$ cat config.mk
export PLATFORM = sky130hd
export DESIGN_NAME = clfs_mem
export DESIGN_NICKNAME = d
export VERILOG_FILES = /design/src/sv/clfs_pkg.sv /design/src/sv/clfs_mem.sv
export SDC_FILE = /design/constraint.sdc
export NUM_CORES = 2
export LEC_CHECK = 0
export BUFFER_PORTS_ARGS = -buffer_cell sky130_fd_sc_hd__buf_2
export CORE_MARGIN = 2
export CORE_UTILIZATION = 55
export CTS_CLUSTER_DIAMETER = 30
export DETAILED_ROUTE_END_ITERATION = 10
export HOLD_SLACK_MARGIN = 0.12
export PLACE_DENSITY = 0.72
export SLEW_MARGIN = 5
export SYNTH_ARGS = -nofsm -noshare
export SYNTH_HDL_FRONTEND = slang
export SYNTH_SLANG_ARGS = --single-unit
$ cat constraint.sdc
create_clock -name clk -period 21.7 [get_ports clk]
set_clock_uncertainty 0.05 [all_clocks]
set_input_delay 1.085 -clock clk [delete_from_list [all_inputs] [get_ports clk]]
set_output_delay 1.085 -clock clk [all_outputs]
set_load 0.01 [all_outputs]
$ cat src/sv/clfs_pkg.sv
`default_nettype none
package clfs_pkg;
  localparam int TableDepthDef = 16;
  localparam logic [15:0] NoWait = 16'd0;

  typedef enum logic [2:0] {
    OP_START_NOW  = 3'd0,
    OP_START_AFT  = 3'd1,
    OP_START_PAR  = 3'd2,
    OP_DELETE     = 3'd3,
    OP_TICK       = 3'd4,
    OP_QUERY      = 3'd5
  } op_t;

  typedef enum logic [1:0] {
    ST_OK       = 2'd0,
    ST_FULL     = 2'd1,
    ST_NOTFOUND = 2'd2
  } status_t;

  typedef struct packed {
    logic [2:0]  opcode;
    logic [15:0] anim_id;
    logic [15:0] ref_id;
    logic [15:0] steps;
    logic [23:0] color_start;
    logic [26:0] color_step;
    logic [63:0] rect_start;
    logic [63:0] rect_step;
  } in_item_t;

  typedef struct packed {
    logic [1:0]  status;
    logic        done_flag;
    logic        active_flag;
    logic [23:0] color_out;
    logic [63:0] rect_out;
  } out_item_t;

  // one stored table entry
  typedef struct packed {
    logic [15:0] ident;
    logic [15:0] waits_for;
    logic        running;
    logic        finished;
    logic [15:0] ticks_left;
    logic [47:0] colour;
    logic [26:0] colour_delta;
    logic [63:0] box;
    logic [63:0] box_delta;
  } entry_t;

  typedef enum logic [3:0] {
    S_IDLE,
    S_FIND_RD,
    S_FIND_CHK,
    S_DEL_RD,
    S_DEL_WR,
    S_TICK_RD,
    S_TICK_CHK,
    S_WAKE_RD,
    S_WAKE_CHK,
    S_DONE
  } state_t;

  function automatic entry_t step_entry(entry_t e);
    entry_t r;
    logic [15:0] d;
    r = e;
    for (int k = 0; k < 3; k++) begin
      d = {{7{e.colour_delta[9*k+8]}}, e.colour_delta[9*k +: 9]};
      r.colour[16*k +: 16] = e.colour[16*k +: 16] + d;
    end
    for (int k = 0; k < 4; k++) begin
      r.box[16*k +: 16] = e.box[16*k +: 16] + e.box_delta[16*k +: 16];
    end
    r.ticks_left = e.ticks_left - 16'd1;
    if (r.ticks_left == 16'd0) begin
      r.finished = 1'b1;
    end
    return r;
  endfunction
endpackage
`default_nettype wire

$ cat src/sv/clfs_mem.sv
`default_nettype none
module clfs_mem #(
  parameter int AW = 4,
  parameter int DEPTH = 16
) (
  input  wire logic          clk,
  input  wire logic          we,
  input  wire logic [AW-1:0] waddr,
  input  wire clfs_pkg::entry_t wdata,
  input  wire logic [AW-1:0] raddr,
  output clfs_pkg::entry_t   rdata
);
  import clfs_pkg::*;
  entry_t mem [DEPTH];

  always_ff @(posedge clk) begin
    if (we) begin
      mem[waddr] <= wdata;
    end
    rdata <= mem[raddr];
  end
endmodule
`default_nettype wire

==> impl_metrics.env <==
export IMPL_status="finished clean"
export IMPL_syn_instance_count=6569
export IMPL_yosysWarningCount=0
export IMPL_slew_viol_final=0
export IMPL_synth_seq_cells=4301
export IMPL_mostFrequentLayoutCell="edfxtp_1"
export IMPL_dp_hpwl_um=179000
export IMPL_drt_wl_total_um=381000
export IMPL_synth_avg_cell_area_sq_um=23.9
export IMPL_cpLargestDelayFamily="buffers and inverters"
export IMPL_hold_worst_slack_ns=0.349
export IMPL_cpMostUsedCell="buf_4"
export IMPL_crit_type="in -> reg"
export IMPL_utilization_pct=66.1
export IMPL_syn_area_sq_mm=0.157
export IMPL_vias=75500
export IMPL_cellLeakagePower_nw=61.8
export IMPL_setup_tns_ns=0
export IMPL_p_per_area_mw_per_mm2=113
export IMPL_route_detailed_drc=0
export IMPL_cp_cell_sequence="buf_12, buf_4, buf_12, buf_4, buf_4, buf_4, mux4_2, a22oi_1, nand2_1"
export IMPL_worst_pin_slew_ns=1.20
export IMPL_antenna_found_initial=125
export IMPL_critPathMaxStageDelay_ns=0.90
export IMPL_slew_headroom_pct=19.7
export IMPL_cts_sinks=4301
export IMPL_nNetsFinal=7814
export IMPL_hold_buffers=0
export IMPL_cts_made_buffers=676
export IMPL_peakVddDrop_mv=0.0788
export IMPL_cp_max_fo=98
export IMPL_switching_share_pct=22.0
export IMPL_internal_power_mw=16.6
export IMPL_pin_count=516
export IMPL_fin_area_sq_mm=0.188
export IMPL_grt_usage_pct=26.3
export IMPL_design_die_area_sq_mm=0.290
export IMPL_drive_gt1_share_pct=35.8
export IMPL_die_w_um=538
export IMPL_syn_nets=6832
export IMPL_wire_per_inst_um=31.8
export IMPL_p_comb_share_pct=3.8
export IMPL_post_cts_setup_buffers=0
export IMPL_root_buffer="clkbuf_16"
export IMPL_syn_to_final_growth_pct=19.7
export IMPL_core_area_sq_mm=0.284
export IMPL_start_kind="input port"
export IMPL_switchingPower_mw=4.69
export IMPL_final_antenna_net_count=0
export IMPL_crit_path_end_kind="register"
export IMPL_clock_latency_ns=1.04
export IMPL_mostFrequentLayoutCells="4048 x edfxtp_1, 958 x mux4_2, 680 x clkbuf_16, 511 x buf_2, 445 x a22oi_1"
export IMPL_cp_slowest_cell="buf_4"
export IMPL_initial_core_util_pct=55.2
export IMPL_grt_pass1_vias=78900
export IMPL_vias_per_cell=6.32
export IMPL_grt_first_pass_wirelength_um=552000
export IMPL_yosysSeqAreaShare_pct=80.6
export IMPL_fin_crit_sh_pct=28.2
export IMPL_arrival_ns=6.94
export IMPL_max_freq_mhz=163
export IMPL_clk_path_buf_depth=4
export IMPL_port_buffers=515
export IMPL_drt_iter0_drc=9678
export IMPL_rsz0062_at_grt="no"
export IMPL_path_buf_inv=6
export IMPL_max_cap_viol_count=0
export IMPL_placed_cell_area_sq_mm=0.164
export IMPL_grt_max_degree=150
export IMPL_die_height_um=538
export IMPL_pwr_share_seq_pct=44.0
export IMPL_timing_final_crit_period_ns=6.13
export IMPL_htreeDepth=6
export IMPL_cts_tree="done"
export IMPL_ys_types=29
export IMPL_gp_congestion=0.748
export IMPL_worst_hold_path_type="in -> reg"
export IMPL_setup_violations=0
export IMPL_finalHoldViolations=0
export IMPL_first_pass_iters=5
export IMPL_cts_resized=0
export IMPL_critPathRequiredTime_ns=22.51
export IMPL_gr_total_overflow=0
export IMPL_fp_row_count=196
export IMPL_p_clk_share_pct=52.2
export IMPL_path_clk_slew_ns=0.06
-- path summary, 6_finish.rpt --
| path | from | endpoint | slack [ns] | cells past startpoint |
|---|---|---|---|---|
| worst min register to register | mem[14][117]$_DFFE_PP_ | rdata[117]$_DFF_P_ | 0.59 | 3 |
| worst max register to register | mem[3][80]$_DFFE_PP_ | rdata[80]$_DFF_P_ | 20.11 | 3 |
| worst min-delay path | wdata[238] | mem[9][238]$_DFFE_PP_ | 0.35 | 1 |
| worst max-delay path | raddr[0] | rdata[134]$_DFF_P_ | 15.57 | 9 |
-- metrics by stage --
| stage | power, mW | cells | setup WS (ns) |
|---|---|---|---|
| final | 21.3 | 12000 | 15.57 |
| after global routing | 21.9 | 11900 | 14.80 |
| after CTS | 21.5 | 11900 | 15.34 |
| after detailed placement | 10.4 | 10600 | 14.28 |
| after global placement | 10.3 | 10600 | 14.33 |
| after floorplan | 10.0 | 6569 | 1.85 |
-- sequential cells by signal, summed over array words and instances, names as in the netlist --
signal and count:
mem 4048, rdata 253
-- per-layer routing --
metal / vias up / wire length, um / track usage [%] / part of all wire, %
met3: 768 / 38500 / 6.29 / 10
li1: 30400 / - / - / -
met2: 4268 / 186000 / 41.4 / 49
met4: 82 / 13200 / 10.1 / 3.5
met1: 40000 / 143000 / 35.9 / 37
met5: - / 506 / 0 / 0.13
-- power by group through the flow --
stage / registers, mW / clock network (mW) / logic (mW)
after floorplan: 9.57 / 0 / 0.452
after global placement: 9.53 / 0 / 0.795
after detailed placement: 9.54 / 0 / 0.814
after CTS: 9.39 / 11.2 / 0.826
after global routing: 9.39 / 11.6 / 0.873
final: 9.39 / 11.1 / 0.816
-- cell usage after synthesis, drive strengths merged --
cell,number,area [sq um]
nand2b,26,163
nor2,15,56.3
clkbuf,117,444
nand2,201,754
dfxtp,253,5060
nor2b,38,238
mux2i,36,360
o22a,7,61.3
mux4,958,21600
a221oi,22,193
a22oi,445,3340
o21ai,25,125
o221ai,32,280
nor3,4,20.0
nand3,1,5.00
mux2,101,1140
or2,1,6.26
and2,3,18.8
or3b,1,8.76
buf,233,1620
nand3b,2,15.0
edfxtp,4048,122000
-- final cells by class --
| type | count | area (sq um) |
|---|---|---|
| Antenna cell | 56 | 140 |
| Multi-Input combinational cell | 1918 | 28500 |
| Tap cell | 3762 | 4710 |
| Timing Repair Buffer | 654 | 3880 |
| Clock inverter | 514 | 6570 |
| Sequential cell | 4301 | 127000 |
| Clock buffer | 755 | 17500 |
| Fill cell | 17300 | 96500 |
-- cell families (layout without fill, tap and decap cells) --
| logic type | Yosys count | after routing | synth area share (%) |
|---|---|---|---|
| multiplexers | 1095 | 1095 | 14.7 |
| flip-flops | 4301 | 4301 | 80.6 |
| buffers and inverters | 350 | 1923 | 1.32 |
| AO/OA/AOI/OAI | 531 | 531 | 2.55 |
| other | 0 | 56 | 0 |
| AND/OR/NAND/NOR | 292 | 292 | 0.818 |
Power figures use the tool's default switching activity.
